$ cat src/u8d_pkg.sv
// Shared types and constants for the UTF-8 stream decoder.
// No dependencies; imported by every module of the block.
package u8d_pkg;

  typedef enum logic [1:0] {
    ST_VALID    = 2'd0,
    ST_BAD_ENC  = 2'd1,
    ST_BAD_CHAR = 2'd2
  } status_t;

  // One decoded result.
  typedef struct packed {
    status_t     status;
    logic [20:0] code_point;
    logic [7:0]  bytes_used;
  } result_t;

  // Everything one input byte produces: an optional result for the sequence it
  // closes (a) and an optional result of its own or a flush (b), in that order.
  typedef struct packed {
    logic    a_valid;
    result_t a;
    logic    b_valid;
    result_t b;
  } record_t;

  // Queue between front and back; depth must be a power of two.
  localparam int QUEUE_DEPTH = 2;
  localparam int QPTR_W      = (QUEUE_DEPTH > 1) ? $clog2(QUEUE_DEPTH) : 1;
  localparam int QCNT_W      = $clog2(QUEUE_DEPTH + 1);

endpackage

$ cat src/utf8_stream_decoder.sv
// UTF-8 stream decoder top level: front end, record queue, back end.
// Depends on u8d_pkg, u8d_front, u8d_queue, u8d_back.
//
// Takes one byte per request on the input channel (data_byte with
// end_of_buffer on the last byte of a buffer) and gives one result per
// decoded sequence on the output channel: status (0 valid, 1 invalid
// encoding, 2 invalid character), code_point, bytes_used (saturating at 255)
// and run_final, set on the last result caused by a given input byte. A byte
// gives zero, one or two results; two when it closes an earlier sequence and
// also yields a result itself (ASCII byte, or end_of_buffer flush). Input
// bytes are accepted one per cycle while the output keeps up; a byte with
// two results sends them one after the other, and results leave at one per
// cycle while out_stall is low, set by the single registered output stage.
// The front end decodes each byte in the cycle it is accepted and, if it
// yields a result, writes a record into a two-entry queue; the back end
// drains that queue, so a stalled output does not stall the input until the
// queue fills. Both channels: a request moves when valid is high and stall
// is low. No configuration; sync active-high reset.
module utf8_stream_decoder (
  input  logic        clk,
  input  logic        rst,
  // byte input
  input  logic        in_valid,
  output logic        in_stall,
  input  logic [7:0]  data_byte,
  input  logic        end_of_buffer,
  // result output
  output logic        out_valid,
  input  logic        out_stall,
  output logic [1:0]  status,
  output logic [20:0] code_point,
  output logic [7:0]  bytes_used,
  output logic        run_final
);
  import u8d_pkg::*;

  logic    push;
  logic    pop;
  logic    queue_full;
  logic    queue_empty;
  record_t push_rec;
  record_t head_rec;

  // byte classification and sequence state
  u8d_front u_front (
    .clk           (clk),
    .rst           (rst),
    .in_valid      (in_valid),
    .in_stall      (in_stall),
    .data_byte     (data_byte),
    .end_of_buffer (end_of_buffer),
    .push          (push),
    .push_rec      (push_rec),
    .queue_full    (queue_full)
  );

  // decouples byte intake from result delivery
  u8d_queue u_queue (
    .clk      (clk),
    .rst      (rst),
    .push     (push),
    .push_rec (push_rec),
    .full     (queue_full),
    .pop      (pop),
    .head_rec (head_rec),
    .empty    (queue_empty)
  );

  // serializes up to two results per record onto the output
  u8d_back u_back (
    .clk        (clk),
    .rst        (rst),
    .head_rec   (head_rec),
    .empty      (queue_empty),
    .pop        (pop),
    .out_valid  (out_valid),
    .out_stall  (out_stall),
    .status     (status),
    .code_point (code_point),
    .bytes_used (bytes_used),
    .run_final  (run_final)
  );

endmodule

$ cat src/u8d_front.sv
// Front end: accepts bytes, tracks the open sequence and builds one record
// per byte with the results it causes. Depends on u8d_pkg.
module u8d_front (
  input  logic             clk,
  input  logic             rst,
  input  logic             in_valid,
  output logic             in_stall,
  input  logic [7:0]       data_byte,
  input  logic             end_of_buffer,
  output logic             push,
  output u8d_pkg::record_t push_rec,
  input  logic             queue_full
);
  import u8d_pkg::*;

  typedef enum logic [1:0] {
    MODE_IDLE    = 2'd0,
    MODE_COLLECT = 2'd1,
    MODE_SKIP    = 2'd2
  } mode_t;

  mode_t       mode, mode_next;
  logic [20:0] acc, acc_next;
  logic [2:0]  exp_len, exp_len_next;
  logic [7:0]  seen, seen_next;

  logic        accept;
  logic        is_cont;
  logic        taken;
  logic [7:0]  seen_inc;
  logic [20:0] acc_shift;
  record_t     rec;

  function automatic result_t bad_enc(input logic [7:0] used);
    result_t r;
    r.status     = ST_BAD_ENC;
    r.code_point = '0;
    r.bytes_used = used;
    return r;
  endfunction

  // Complete sequence: overlong check, then surrogate / out-of-range check.
  function automatic result_t finish(input logic [20:0] cp, input logic [2:0] len);
    result_t r;
    logic    overlong;
    logic    bad_char;
    overlong = (len == 3'd2 && cp < 21'h80) ||
               (len == 3'd3 && cp < 21'h800) ||
               (len == 3'd4 && cp < 21'h10000);
    bad_char = (cp[20:11] == 10'h01B) || (cp[20:16] > 5'h10);
    r.bytes_used = {5'd0, len};
    if (overlong) begin
      r.status     = ST_BAD_ENC;
      r.code_point = '0;
    end else if (bad_char) begin
      r.status     = ST_BAD_CHAR;
      r.code_point = cp;
    end else begin
      r.status     = ST_VALID;
      r.code_point = cp;
    end
    return r;
  endfunction

  assign in_stall  = queue_full;
  assign accept    = in_valid && !queue_full;
  assign is_cont   = (data_byte[7:6] == 2'b10);
  assign seen_inc  = (seen == 8'hFF) ? seen : seen + 8'd1;
  assign acc_shift = {acc[14:0], data_byte[5:0]};

  always_comb begin
    rec          = '0;
    mode_next    = mode;
    acc_next     = acc;
    exp_len_next = exp_len;
    seen_next    = seen;
    taken        = 1'b0;

    unique case (mode)
      MODE_COLLECT: begin
        if (is_cont) begin
          taken     = 1'b1;
          acc_next  = acc_shift;
          seen_next = seen_inc;
          if (seen_inc >= {5'd0, exp_len}) begin
            rec.a_valid  = 1'b1;
            rec.a        = finish(acc_shift, exp_len);
            mode_next    = MODE_IDLE;
            acc_next     = '0;
            exp_len_next = '0;
            seen_next    = '0;
          end
        end else begin
          rec.a_valid = 1'b1;
          rec.a       = bad_enc(seen);
        end
      end
      MODE_SKIP: begin
        if (is_cont) begin
          taken     = 1'b1;
          seen_next = seen_inc;
        end else begin
          rec.a_valid = 1'b1;
          rec.a       = bad_enc(seen);
        end
      end
      MODE_IDLE: ;
      default: ;
    endcase

    if (!taken) begin
      // start of a new sequence
      priority if (!data_byte[7]) begin
        rec.b_valid         = 1'b1;
        rec.b.status        = ST_VALID;
        rec.b.code_point    = {13'd0, data_byte};
        rec.b.bytes_used    = 8'd1;
        mode_next           = MODE_IDLE;
        acc_next            = '0;
        exp_len_next        = '0;
        seen_next           = '0;
      end else if (data_byte[7:5] == 3'b110) begin
        mode_next    = MODE_COLLECT;
        acc_next     = {16'd0, data_byte[4:0]};
        exp_len_next = 3'd2;
        seen_next    = 8'd1;
      end else if (data_byte[7:4] == 4'b1110) begin
        mode_next    = MODE_COLLECT;
        acc_next     = {17'd0, data_byte[3:0]};
        exp_len_next = 3'd3;
        seen_next    = 8'd1;
      end else if (data_byte[7:3] == 5'b11110) begin
        mode_next    = MODE_COLLECT;
        acc_next     = {18'd0, data_byte[2:0]};
        exp_len_next = 3'd4;
        seen_next    = 8'd1;
      end else begin
        // stray continuation or 0xF8..0xFF: opens a bad run
        mode_next    = MODE_SKIP;
        acc_next     = '0;
        exp_len_next = '0;
        seen_next    = 8'd1;
      end
    end

    // end of buffer flushes whatever is still open
    if (end_of_buffer && mode_next != MODE_IDLE) begin
      rec.b_valid  = 1'b1;
      rec.b        = bad_enc(seen_next);
      mode_next    = MODE_IDLE;
      acc_next     = '0;
      exp_len_next = '0;
      seen_next    = '0;
    end
  end

  assign push     = accept && (rec.a_valid || rec.b_valid);
  assign push_rec = rec;

  always_ff @(posedge clk) begin
    if (rst) begin
      mode    <= MODE_IDLE;
      acc     <= '0;
      exp_len <= '0;
      seen    <= '0;
    end else if (accept) begin
      mode    <= mode_next;
      acc     <= acc_next;
      exp_len <= exp_len_next;
      seen    <= seen_next;
    end
  end

  a_collect_len: assert property (@(posedge clk) disable iff (rst)
    mode == MODE_COLLECT |-> (exp_len >= 3'd2 && exp_len <= 3'd4 && seen < {5'd0, exp_len}))
    else $error("collect mode with bad expected length or count");

  a_idle_clear: assert property (@(posedge clk) disable iff (rst)
    mode == MODE_IDLE |-> (seen == 8'd0 && exp_len == 3'd0))
    else $error("idle mode with stale sequence state");

endmodule

$ cat src/u8d_queue.sv
// Short record queue between front and back.
// Depends on u8d_pkg.
module u8d_queue (
  input  logic             clk,
  input  logic             rst,
  input  logic             push,
  input  u8d_pkg::record_t push_rec,
  output logic             full,
  input  logic             pop,
  output u8d_pkg::record_t head_rec,
  output logic             empty
);
  import u8d_pkg::*;

  record_t           mem [QUEUE_DEPTH];
  logic [QPTR_W-1:0] wr_ptr, rd_ptr;
  logic [QCNT_W-1:0] count;

  assign full     = (count == QCNT_W'(QUEUE_DEPTH));
  assign empty    = (count == '0);
  assign head_rec = mem[rd_ptr];

  always_ff @(posedge clk) begin
    if (push) begin
      mem[wr_ptr] <= push_rec;
    end
  end

  always_ff @(posedge clk) begin
    if (rst) begin
      wr_ptr <= '0;
      rd_ptr <= '0;
      count  <= '0;
    end else begin
      if (push) begin
        wr_ptr <= wr_ptr + 1'b1;
      end
      if (pop) begin
        rd_ptr <= rd_ptr + 1'b1;
      end
      if (push && !pop) begin
        count <= count + 1'b1;
      end else if (pop && !push) begin
        count <= count - 1'b1;
      end
    end
  end

  a_no_overflow: assert property (@(posedge clk) disable iff (rst) !(push && full))
    else $error("queue push while full");

  a_no_underflow: assert property (@(posedge clk) disable iff (rst) !(pop && empty))
    else $error("queue pop while empty");

endmodule

$ cat src/u8d_back.sv
// Back end: drains records from the queue and emits their results one per
// cycle while the output is not stalled, through a registered output stage. Depends on u8d_pkg.
module u8d_back (
  input  logic             clk,
  input  logic             rst,
  input  u8d_pkg::record_t head_rec,
  input  logic             empty,
  output logic             pop,
  output logic             out_valid,
  input  logic             out_stall,
  output logic [1:0]       status,
  output logic [20:0]      code_point,
  output logic [7:0]       bytes_used,
  output logic             run_final
);
  import u8d_pkg::*;

  logic    a_done;     // first result of head record already sent
  logic    cur_first;
  logic    cur_last;
  logic    load;
  result_t cur;

  assign cur_first = head_rec.a_valid && !a_done;
  assign cur       = cur_first ? head_rec.a : head_rec.b;
  assign cur_last  = !cur_first || !head_rec.b_valid;
  assign load      = !empty && (!out_valid || !out_stall);
  assign pop       = load && cur_last;

  always_ff @(posedge clk) begin
    if (rst) begin
      out_valid <= 1'b0;
      a_done    <= 1'b0;
    end else begin
      if (load) begin
        out_valid <= 1'b1;
        a_done    <= !cur_last;
      end else if (!out_stall) begin
        out_valid <= 1'b0;
      end
    end
  end

  always_ff @(posedge clk) begin
    if (load) begin
      status     <= cur.status;
      code_point <= cur.code_point;
      bytes_used <= cur.bytes_used;
      run_final  <= cur_last;
    end
  end

  a_second_pending: assert property (@(posedge clk) disable iff (rst)
    a_done |-> (!empty && head_rec.a_valid && head_rec.b_valid))
    else $error("split record lost from queue head");

  a_nonfinal_followed: assert property (@(posedge clk) disable iff (rst)
    (out_valid && !run_final) |-> !empty)
    else $error("non-final result without its follower queued");

endmodule

$ cat config.mk
export PLATFORM = sky130hd
export DESIGN_NAME = utf8_stream_decoder
export DESIGN_NICKNAME = d
export VERILOG_FILES = /design/src/u8d_pkg.sv /design/src/utf8_stream_decoder.sv /design/src/u8d_front.sv /design/src/u8d_queue.sv /design/src/u8d_back.sv
export SDC_FILE = /design/constraint.sdc
export NUM_CORES = 1
export LEC_CHECK = 0
export BUFFER_PORTS_ARGS = -buffer_cell sky130_fd_sc_hd__buf_2
export CORE_AREA = 5 5 115 117
export DETAILED_ROUTE_END_ITERATION = 10
export DIE_AREA = 0 0 120 122
export PLACE_DENSITY = 0.76
export RECOVER_POWER = 100
export SLEW_MARGIN = 20
export SYNTH_ARGS = -nofsm -noshare
export SYNTH_HDL_FRONTEND = slang
export SYNTH_SLANG_ARGS = --single-unit
$ cat constraint.sdc
create_clock -name clk -period 12.9 [get_ports clk]
set_input_delay 1.29 -clock clk [delete_from_list [all_inputs] [get_ports clk]]
set_output_delay 1.29 -clock clk [all_outputs]
set_load 0.01 [all_outputs]
[Yosys cells after proc, flatten, opt, wreduce, memory -nomap -nowiden]
Memory sizes are Yosys's and may differ from the RTL's. A register that Yosys moved wholly into a read port is not among the register bits.
Index checks and enable logic that the tools add are counted.
Operators by class
  reduce and logical (&&, ||, !) cells: 33
  equality and inequality tests: 16
  $add $sub $neg: 5
  mux-type cells: 55
  magnitude comparators: 5
Operator list (count)
  $mux W32: 6
  $mux W15: 7
  $pmux W32 S2: 1
  $mux W8: 6
  $mux W23: 2
  $mux W31: 1
  $mux W3: 10
  $mux W2: 11
  $lt A21 B12 Y1 const B: 1
  $lt A21 B17 Y1 const B: 1
  $lt A21 B8 Y1 const B: 1
  $pmux W8 S2: 1
  $logic_and A1 B1 Y1: 11
  $eq A10 B5 Y1 const B: 1
  $logic_not A1 Y1: 10
  $mux W1: 9
  $add A8 B1 Y8 const B: 1
  $eq A8 B8 Y1 const B: 1
  $ge A8 B3 Y1: 1
  $eq A2 B2 Y1 const B: 3
  $eq A3 B2 Y1 const B: 2
  $eq A3 B3 Y1 const B: 2
  $logic_or A1 B1 Y1: 6
  $ne A3 B3 Y1 const B: 2
  15 further kinds: 17
Word-level totals
  memories: 1
  bits in writable memories: 128
  bits in registers: 66
Memory list
  u_queue.mem: depth 2, bits a word 64, rd ports 1, clocked after Yosys merged registers in 1, write ports 1, line u8d_queue.sv:15  | record_t mem [QUEUE_DEPTH];

[Logic depth before layout (Yosys ltp)]
Gate-level depths: netlist (run 1).
  word-level depth: 16
  depth in mapped cells: 17
  mapped depth without buffers: 16

[Hierarchy]
A second synthesis (run 1) with hierarchy kept.
Second synthesis, totals
  cells, all modules: 603
  area, all modules: 8739.6 um^2
Modules (own cells, without submodules)
  u8d_queue: area each 4847.1 um^2, cells an instance 221, instances 1
  u8d_front: area each 2293.4 um^2, cells an instance 304, instances 1
  u8d_back: area each 1599.0 um^2, cells an instance 78, instances 1

[Worst setup path after synthesis (run 1)]
OpenSTA, ideal clock, no wires.
  path kind: reg-to-reg
  start point: reg u_front.seen[0]
  end point: mem u_queue.mem[1][0] in the netlist's numbering, enable pin
  slack: 8.546 ns
  data required time: 12.488 ns
  data arrival time: 3.942 ns
  stages on the path, launching flop included: 14
  period minus slack after synthesis: 4.354 ns
  cells stage by stage: dfxtp_1 -> ha_1 -> nand4_1 -> or2_2 -> clkbuf_1 -> mux2i_1 -> inv_1 -> ha_1 -> o21ai_0 -> o21a_1 -> nand3_4 -> a311o_1 -> a21oi_2 -> and2_1
On the way
  cells in the longest elaborated chain, start to end: 14
  elaborated cells on any way between the ends: 18
  classes of those cells: add/sub (1); order compare (1); eq/ne (1); mux (11); reduce/logical (4)
Ends and longest elaborated chain
  from (decl): line u8d_front.sv:25  | logic [7:0] seen, seen_next;
  from (signal assigned): line u8d_front.sv:170  | seen <= seen_next;
  $add A8 B1 Y8 / $eq A8 B8 Y1 (equally long branches): line u8d_front.sv:68  | assign seen_inc = (seen == 8'hFF) ? seen : seen + 8'd1;
  $mux W8 *: line u8d_front.sv:68
  $ge A8 B3 Y1 *: line u8d_front.sv:85  | if (seen_inc >= {5'd0, exp_len}) begin
  $mux W2: line u8d_front.sv:85
  $mux W2: line u8d_front.sv:81  | if (is_cont) begin
  $mux W2: line u8d_front.sv:79  | unique case (mode)
  $mux W2: line u8d_front.sv:111  | if (!taken) begin
  $reduce_bool A2 Y1: line u8d_front.sv:147  | if (end_of_buffer && mode_next != MODE_IDLE) begin
  $logic_and A1 B1 Y1: line u8d_front.sv:147
  $mux W32: line u8d_front.sv:147
  $logic_or A1 B1 Y1 *: line u8d_front.sv:157  | assign push = accept && (rec.a_valid || rec.b_valid);
  $logic_and A1 B1 Y1 *: line u8d_front.sv:157
  named net push: line utf8_stream_decoder.sv:37  | logic push;
  $mux W1 *: line u8d_queue.sv:24  | if (push) begin
  $mux W1 (implied by the code) *: line u8d_queue.sv:25  | mem[wr_ptr] <= push_rec;
  to (decl): line u8d_queue.sv:15
Mark *: on every way through the listed nets, which the timed path passes. The rest lies on a longest branch.

[Worst setup path after layout (run 1)]
  start point: reg u_front.seen[0]
  end point: mem u_queue.mem[1][58] in the netlist's numbering, enable pin
The elaborated chain is that of the path after synthesis.

==> impl_metrics.tcl, run 1 <==
set metrics [dict create \
    status "finished, violations left" \
    violations "capacitance limit, slew limit" \
    clk_pin_slew_ns 0.06 \
    rsz0062_at_grt "no" \
    cts_sinks 165 \
    p_per_area_nw_per_um2 190 \
    h-tree-depth 4 \
    startpoint_type "register" \
    port_buffers 46 \
    initial_core_util_pct 57.1 \
    hpwl_um 8780 \
    die_y_um 122 \
    synthCells 498 \
    yosysWarnings 0 \
    synthArstFlopShare_pct 0 \
    fin_crit_ns 6.12 \
    root_buffer "clkbuf_16" \
    gr-usage-all-layers_pct 19.7 \
    synth_area_per_cell_um2 14.1 \
    dp.cells 669 \
    ant_nets 0 \
    worst-path-buf-inv 1 \
    skew_ns 0.00694 \
    num_rows 41 \
    dr.pass1.iters 5 \
    grt_start_max_net_pins 50 \
    worstMarginPinSlew_ns 3.22 \
    ios 47 \
    ys_types 62 \
    setup.worst_path.start "u_front.seen[0]" \
    fin_cells 701 \
    synth-xor-area-share_pct 0.732 \
    synth_area_leader_cell "edfxtp_1" \
    syn_to_final_growth_pct 10.8 \
    synth-seq-cells 165 \
    drc_errors 0 \
    dieArea_um2 14600 \
    cp.arrival_ns 6.08 \
    vdd_ir_drop_max_mv 0.117 \
    via_per_inst 6.04 \
    min_from "u_back.out_valid" \
    crit_path_max_fanout 49 \
    ys_seq_area_share_pct 65.7 \
    grt_antenna_before_repair 0 \
    finalHoldViolCount 0 \
    synth_area_leaders "edfxtp_1 (56%), dfxtp_1 (10%), mux4_2 (5.1%)" \
    synth_mux_area_share_pct 7.88 \
    antenna_cells 0 \
    synth_compound_area_share_pct 7.68 \
    cts_tree "built" \
    cts_resized 0 \
    hold_buffers 0 \
    setup_viol 0 \
    clk_path_buf_depth 2 \
    drive_above_1_share_pct 12.0 \
    cp_common_cell "ha_1" \
    slowest_stage "and2_0" \
    coreArea_um2 12300 \
    drv_cap 6 \
    grt_pass1_wl_um 21700 \
    hold_path.class "register to register" \
    timing.fmax_ghz 0.163 \
    slowest_delay_ns 2.34 \
    utilization_pct 63.3 \
    yosysMostFrequentCell "edfxtp_1" \
    synth_common_cells "edfxtp_1 (130), nor2_1 (51), dfxtp_1 (35)" \
    cp_cell_sequence "ha_1, nand4_1, or2_2, mux2i_1, inv_1, ha_1, nor3b_1, o21a_1, nand3_1, a311o_1, a21oi_1, and2_0" \
    critPathKind "register to register" \
    layout.nets 558 \
    r2r-start "u_front.seen[0]" \
    fin_setup_tns_ns 0 \
    wl_um 13600 \
    syn_nets 518 \
    synth_top_family_by_area "simple AND/OR/NAND/NOR gates" \
    cts-buffers-inserted 17 \
    slew_viol_final 207 \
    critPathRequiredTime_ns 12.86 \
    grt_pass1_vias 4143 \
    cp_top_family "simple AND/OR/NAND/NOR gates" \
    drtIter0Drc 381 \
    cts_setup_buffers 0 \
    finalCritPeriodShare_pct 47.4 \
    yosys.area_share.simple_pct 14.0 \
    place_congestion 0.924 \
    grt_overflow 0 \
    worst_setup_path_end_kind "register" \
    p_leak_uw 0.00269 \
    relSlewSlack_pct -114 \
    fp.dieW_um 120 \
    ys.flop_type "edfxtp_1" \
    synthAdderAreaFrac_pct 1.25 \
    nFillCells 905 \
    syn_area_um2 7000 \
    num_vias 4234 \
    drt-wirelength-per-cell_um 19.4 \
    clock_latency_ns 0.42 \
    yosysTopAreaCellShare_pct 55.7 \
    synth-edff-count 130 \
]
==> per-layer routing <==
layer,global-route usage (%),part of all wire (%),vias up
li1,-,-,1980
met1,27.1,44,2078
met2,30.7,49,163
met3,5.57,6.8,13
met4,6.16,0.87,0
met5,0,0,-
==> cells in the final DEF, fill, tap and decap left out, drive strengths merged, types with 3 or more instances in the layout <==
master / n
a21oi: 15
a22o: 16
a22oi: 5
a31o: 3
and2: 13
and3: 17
and4b: 3
buf: 9
clkbuf: 60
clkinv: 5
dfxtp: 35
edfxtp: 130
ha: 7
inv: 15
mux2i: 18
mux4: 16
nand2: 24
nand2b: 5
nand3: 15
nand3b: 4
nand4: 5
nor2: 51
nor2b: 11
nor3: 8
o2111ai: 3
o21ai: 14
o41ai: 5
or3b: 3
xor2: 5
==> final timing paths <==
| check | end | cells after the start | slack [ns] |
|---|---|---|---|
| setup / recovery | u_queue.mem[1][58] | 12 | 6.78 |
| hold / removal | u_back.out_valid | 2 | 0.48 |
| setup reg to reg | u_queue.mem[1][58] | 12 | 6.78 |
| hold reg to reg | u_back.out_valid | 2 | 0.48 |
==> cells by family after synthesis <==
| kind of cell | Yosys count |
|---|---|
| muxes | 35 |
| adders and majority gates | 7 |
| AOI/OAI and AO/OA | 72 |
| buffers and inverters | 40 |
| and+or+nand+nor | 174 |
| DFF | 165 |
| xor gates and xnor gates | 5 |
==> report_power, final <==
group | switching (uW) | internal (uW)
Sequential | 25.5 | 700
Clock | 196 | 285
Combinational | 172 | 94.6
==> through the flow <==
stage | setup slack, ns | power (uW) | hold slack, ns | area [um2]
detailed placement | 8.47 | 1020 | 0.485 | 7310
finish | 6.78 | 1470 | 0.477 | 7760
floorplan | 8.55 | 918 | 0.455 | 7000
global placement | 8.64 | 1010 | 0.475 | 7310
global route | 6.20 | 1540 | 0.510 | 7760
CTS | 8.47 | 1500 | 0.503 | 7880
==> state kept, by name, summed over array words and instances (netlist names), named ones only <==
name,count
u_back.a_done,1
u_back.bytes_used,8
u_back.code_point,21
u_back.out_valid,1
u_back.run_final,1
u_back.status,2
u_front.acc,15
u_front.exp_len,3
u_front.mode,2
u_front.seen,8
u_queue.count,2
u_queue.mem,98
u_queue.rd_ptr,1
u_queue.wr_ptr,1
==> tightest hold or removal path: cells and delay by family, from the launching register on <==
family | cells | cell delay [ns]
DFF | 1 | 0.32
and+or+nand+nor | 1 | 0.06
AOI/OAI and AO/OA | 1 | 0.05
==> area by class of cell <==
cell class	instances	area, um2	share of cell area (%)
tap	150	188	2.42
clock inverter	12	128	1.64
sequential	165	4610	59.3
clock buffer	20	437	5.63
multi-input combinational	293	2160	27.9
timing repair buffer	49	195	2.51
inverter	12	45.0	0.580
No activity file was read; power rests on OpenSTA's default activity.
==> run 2: changes to the inputs <==
--- a/config.mk
+++ b/config.mk
@@ -6,10 +6,10 @@
 export NUM_CORES = 1
 export LEC_CHECK = 0
 export BUFFER_PORTS_ARGS = -buffer_cell sky130_fd_sc_hd__buf_2
-export CORE_AREA = 5 5 115 117
+export CORE_AREA = 5 5 120 122
 export DETAILED_ROUTE_END_ITERATION = 10
-export DIE_AREA = 0 0 120 122
-export PLACE_DENSITY = 0.76
+export DIE_AREA = 0 0 125 127
+export PLACE_DENSITY = 0.74
 export RECOVER_POWER = 100
 export SLEW_MARGIN = 20
 export SYNTH_ARGS = -nofsm -noshare
==> constraint.sdc (replaced) <==
create_clock -name clk -period 5.15 [get_ports clk]
set_input_delay 0.515 -clock clk [delete_from_list [all_inputs] [get_ports clk]]
set_output_delay 0.515 -clock clk [all_outputs]
set_load 0.01 [all_outputs]
==> impl_metrics.tcl, run 2 (synthesized netlist as in run 1, its figures left out) <==
set metrics [dict create \
    worst-path-buf-inv 2 \
    hold_path.class "input pin to register" \
    finalHoldViolCount 0 \
    slew_viol_final 107 \
    root_buffer "clkbuf_16" \
    layout_commonest_cell "edfxtp_1" \
    nFillCells 1022 \
    ios 47 \
    drtIter0Drc 448 \
    via_per_inst 5.80 \
    multiInputGateArea_um2 2180 \
    cts_tree "built" \
    drv_cap 4 \
    grt_pass1_wl_um 22300 \
    clk_pin_slew_ns 0.07 \
    final_area_um2 7840 \
    hpwl_um 8860 \
    dr.pass1.iters 5 \
    clk_path_buf_depth 2 \
    dieArea_um2 15900 \
    num_vias 4222 \
    largest_register "u_queue.mem" \
    largest_reg_flops 98 \
    wl_um 13900 \
    ant_nets 0 \
    vdd_ir_drop_max_mv 0.246 \
    min_path_cells 2 \
    cp_cell_sequence "ha_1, nand4_1, or2_2, mux2i_1, inv_1, ha_1, o21ai_0, o21a_1, nand3_1, a311o_1, a21oi_1, and2_2, clkbuf_4" \
    status "finished, violations left" \
    fin_cells 728 \
    finalCritPeriodShare_pct 85.5 \
    grt_pass1_vias 4104 \
    coreArea_um2 13100 \
    slowest_delay_ns 0.59 \
    r2r_end "u_queue.mem[1][12]" \
    drc_errors 0 \
    relSlewSlack_pct -39.3 \
    critPathRequiredTime_ns 5.19 \
    skew_ns 0.0132 \
    grt_overflow 0 \
    cp.arrival_ns 4.45 \
    worst-r2r-setup-slack_ns 0.75 \
    min_from "end_of_buffer" \
    startpoint_type "register" \
    cp_common_cell "ha_1" \
    cts_sinks 165 \
    cts-buffers-inserted 17 \
    reg.largest.list "u_queue.mem x98, u_back.code_point x21, u_front.acc x15" \
    timing.fmax_ghz 0.227 \
    clock_latency_ns 0.42 \
    syn_to_final_growth_pct 11.9 \
    r2r_cells 13 \
    place_area_um2 7370 \
    drive_above_1_share_pct 13.9 \
    initial_core_util_pct 53.5 \
    power_uw 3710 \
    cts_setup_buffers 0 \
    grt_antenna_before_repair 0 \
    worstMarginPinSlew_ns 2.09 \
    drt-wirelength-per-cell_um 19.0 \
    utilization_pct 59.9 \
    place_congestion 0.872 \
    fin_setup_tns_ns 0 \
    setup.worst_path.start "u_front.seen[0]" \
    num_rows 42 \
    min_to "u_front.mode[1]" \
    crit_path_max_fanout 49 \
    hold_buffers 0 \
    layout.nets 559 \
    violations "capacitance limit, slew limit" \
    rsz0062_at_grt "no" \
    critPathKind "register to register" \
    h-tree-depth 4 \
    dp.cells 696 \
    worst_setup_path_end_kind "register" \
    setup_viol 0 \
    p_per_area_nw_per_um2 473 \
    fin_crit_ns 4.40 \
    port_buffers 46 \
    antenna_cells 0 \
    grt_start_max_net_pins 50 \
    regArea_um2 4600 \
    r2r-start "u_front.seen[0]" \
    die_y_um 127 \
    slowest_stage "clkbuf_4" \
    gr-usage-all-layers_pct 17.8 \
    cts_resized 0 \
    p_leak_uw 0.00271 \
    fp.dieW_um 125 \
    cp_top_family "compound AO/OA/AOI/OAI gates" \
    most-common-layout-cells "edfxtp_1 (130), nor2_1 (51), clkbuf_1 (37)" \
]
run 2: cell types whose count changed in the layout (fill, tap and decap cells not counted), sizes merged:
cell / delta
clkinvlp: +1
buf: +2
clkinv: +2
clkbuf: -4
run 2: worst max path at each step:
stage	slack, ns	to	cells past startpoint
CTS	1.02	u_queue.mem[0][34]	13
floorplan	0.80	u_queue.mem[1][0]	13
global route	0.43	u_queue.mem[0][59]	13
finish	0.75	u_queue.mem[1][12]	13
global placement	1.17	u_queue.mem[0][50]	13
detailed placement	1.03	u_queue.mem[0][5]	13
run 2: layer usage:
metal / global-route usage (%) / vias up / wire length [um]
met3: 3.67 / 18 / 978
met2: 26.3 / 186 / 6420
met1: 26.7 / 2045 / 6260
met5: 0 / - / 0
met4: 5.80 / 0 / 198
li1: - / 1973 / -
run 2: layout make-up:
class	instances	share of cell area, %
sequential	165	58.8
multi-input combinational	293	27.8
clock buffer	17	5.43
tap	176	2.81
timing repair buffer	50	2.67
clock inverter	15	1.96
inverter	12	0.575
run 2: metrics by stage:
step / hold slack (ns) / worst slack, ns
floorplan: 0.455 / 0.796
global placement: 0.479 / 1.17
detailed placement: 0.497 / 1.03
CTS: 0.349 / 1.02
global route: 0.366 / 0.427
finish: 0.351 / 0.747
run 2: power by group:
part,internal [uW],switching (uW)
Combinational,239,391
Sequential,1740,106
Clock,715,513
==> run 3: changes to the inputs <==
--- a/config.mk
+++ b/config.mk
@@ -5,11 +5,14 @@
 export SDC_FILE = /design/constraint.sdc
 export NUM_CORES = 1
 export LEC_CHECK = 0
+export ABC_CLOCK_PERIOD_IN_PS = 5150
 export BUFFER_PORTS_ARGS = -buffer_cell sky130_fd_sc_hd__buf_2
-export CORE_AREA = 5 5 120 122
+export CELL_PAD_IN_SITES_DETAIL_PLACEMENT = 1
+export CELL_PAD_IN_SITES_GLOBAL_PLACEMENT = 2
+export CORE_AREA = 5 5 141 143
 export DETAILED_ROUTE_END_ITERATION = 10
-export DIE_AREA = 0 0 125 127
-export PLACE_DENSITY = 0.74
+export DIE_AREA = 0 0 146 148
+export PLACE_DENSITY = 0.73
 export RECOVER_POWER = 100
 export SLEW_MARGIN = 20
 export SYNTH_ARGS = -nofsm -noshare
==> impl_metrics.tcl, run 3 (synthesized netlist as in run 1, its figures left out) <==
set metrics [dict create \
    fin_ws_ns 0.680 \
    r2r_end "u_queue.mem[0][56]" \
    clk_pin_slew_ns 0.06 \
    p_leak_uw 0.00271 \
    place_congestion 0.820 \
    h-tree-depth 4 \
    nFillCells 1888 \
    via_per_inst 5.26 \
    largest_register "u_queue.mem" \
    violations "capacitance limit, slew limit" \
    cts_setup_buffers 0 \
    slew_viol_final 47 \
    drv_cap 2 \
    grt_overflow 0 \
    startpoint_type "register" \
    die_y_um 148 \
    cp.arrival_ns 4.57 \
    clock_power_share_pct 33.1 \
    clk_path_buf_depth 2 \
    layout_commonest_cell "edfxtp_1" \
    hpwl_um 10900 \
    grt_start_max_net_pins 36 \
    initial_core_util_pct 38.0 \
    relSlewSlack_pct -39.4 \
    drc_errors 0 \
    layout.nets 563 \
    critPathRequiredTime_ns 5.25 \
    coreArea_um2 18500 \
    cts_resized 0 \
    p_sw_share_pct 27.7 \
    p_switching_uw 1040 \
    root_buffer "clkbuf_16" \
    drt-wirelength-per-cell_um 19.7 \
    wl_um 15600 \
    dr.pass1.iters 4 \
    antenna_cells 0 \
    holdWs_ns 0.344 \
    finalHoldViolCount 0 \
    num_rows 50 \
    dp_slack_ns 0.920 \
    fp.dieW_um 146 \
    grt_pass1_vias 4377 \
    ios 47 \
    finalCritPeriodShare_pct 86.8 \
    ant_nets 0 \
    rsz0062_at_grt "no" \
    most-common-layout-cells "edfxtp_1 (130), nor2_1 (51), clkbuf_1 (41)" \
    largest_reg_flops 98 \
    syn_to_final_growth_pct 13.2 \
    seq_power_share_pct 49.1 \
    power.internal_uw 2700 \
    timing.fmax_ghz 0.224 \
    p_per_area_nw_per_um2 471 \
    skew_ns 0.00857 \
    combPwrFrac_pct 17.8 \
    fin_setup_tns_ns 0 \
    min_path_cells 2 \
    crit_path_max_fanout 18 \
    drtIter0Drc 314 \
    hold_path.class "input pin to register" \
    port_buffers 46 \
    reg.largest.list "u_queue.mem x98, u_back.code_point x21, u_front.acc x15" \
    min_from "data_byte[1]" \
    vdd_ir_drop_max_mv 0.260 \
    cts_tree "built" \
    gr-usage-all-layers_pct 15.0 \
    worst_setup_path_end_kind "register" \
    grt_pass1_wl_um 25000 \
    clock_latency_ns 0.42 \
    place_area_um2 7450 \
    drive_above_1_share_pct 13.8 \
    critPathKind "register to register" \
    r2r_cells 13 \
    cts_sinks 165 \
    final_area_um2 7930 \
    hold_buffers 0 \
    setup_viol 0 \
    cts-buffers-inserted 17 \
    min_to "u_front.acc[1]" \
    num_vias 4152 \
    grt_antenna_before_repair 0 \
    fin_crit_ns 4.47 \
    status "finished, violations left" \
    r2r-start "u_front.seen[0]" \
    worstMarginPinSlew_ns 2.09 \
    worst-r2r-setup-slack_ns 0.68 \
    dieArea_um2 21600 \
]
-- run 3: cell types whose count changed in the layout (fill, tap and decap cells not counted) --
cell,before,now
inv_6,3,4
buf_2,11,10
clkbuf_1,37,41
clkinv_2,3,1
clkbuf_4,2,0
clkinvlp_4,3,5
clkinv_4,3,1
buf_4,0,4
-- run 3: worst max-delay path: stages (launching register included) --
cell and delay (ns):
dfxtp_1 0.47, ha_1 0.31, nand4_1 0.14, or2_2 0.38
mux2i_1 0.27, inv_1 0.08, ha_1 0.27, o21ai_0 0.17
o21a_1 0.20, nand3_1 0.28, a311o_1 0.43, a21oi_1 0.31
and2b_2 0.51, buf_4 0.34
-- run 3: per-layer routing --
layer / up-vias / track usage (%) / routed length (um)
met5: - / 0 / 0
met4: 0 / 4.52 / 104
met3: 9 / 4.17 / 622
met2: 81 / 24.1 / 7650
met1: 2083 / 19.9 / 7220
li1: 1979 / - / -
-- run 3: power by group through the flow --
| stage | sequential, uW | combinational (uW) | clock [uW] |
|---|---|---|---|
| after floorplan | 1900 | 396 | 0 |
| after global placement | 1840 | 713 | 0 |
| after detailed placement | 1860 | 726 | 0 |
| after CTS | 1830 | 728 | 1270 |
| after global routing | 1860 | 730 | 1340 |
| final | 1830 | 665 | 1240 |
-- run 3: worst max path at each step --
stage	startpoint	end	slack (ns)	cells past startpoint
2_1_floorplan	u_front.seen[0]	u_queue.mem[1][0]	0.80	13
3_3_place_gp	u_front.seen[0]	u_queue.mem[1][62]	1.10	13
3_5_place_dp	u_front.seen[0]	u_queue.mem[0][9]	0.92	13
4_1_cts	u_front.seen[0]	u_queue.mem[0][48]	0.90	13
5_1_grt	u_front.seen[0]	u_front.acc[10]	0.31	11
6_report	u_front.seen[0]	u_queue.mem[0][56]	0.68	13
-- run 3: final cells by class --
cell class                      instances  area [um2]  area share (%)
Sequential cell                       165        4600            58.1
Multi-Input combinational cell        293        2180            27.5
Clock inverter                         14         150            1.89
Inverter                               12        45.0           0.568
Timing Repair Buffer                   54         230            2.90
Clock buffer                           18         429            5.41
Tap cell                              234         293            3.69
-- run 3: per-stage QoR --
| step | total power (uW) | utilization (%) | std cells |
|---|---|---|---|
| floorplan | 2300 | - | 498 |
| global placement | 2560 | 40.4 | 758 |
| detailed placement | 2580 | 40.4 | 758 |
| CTS | 3830 | 43.5 | 790 |
| global route | 3930 | 43.0 | 790 |
| finish | 3740 | 43.0 | 790 |
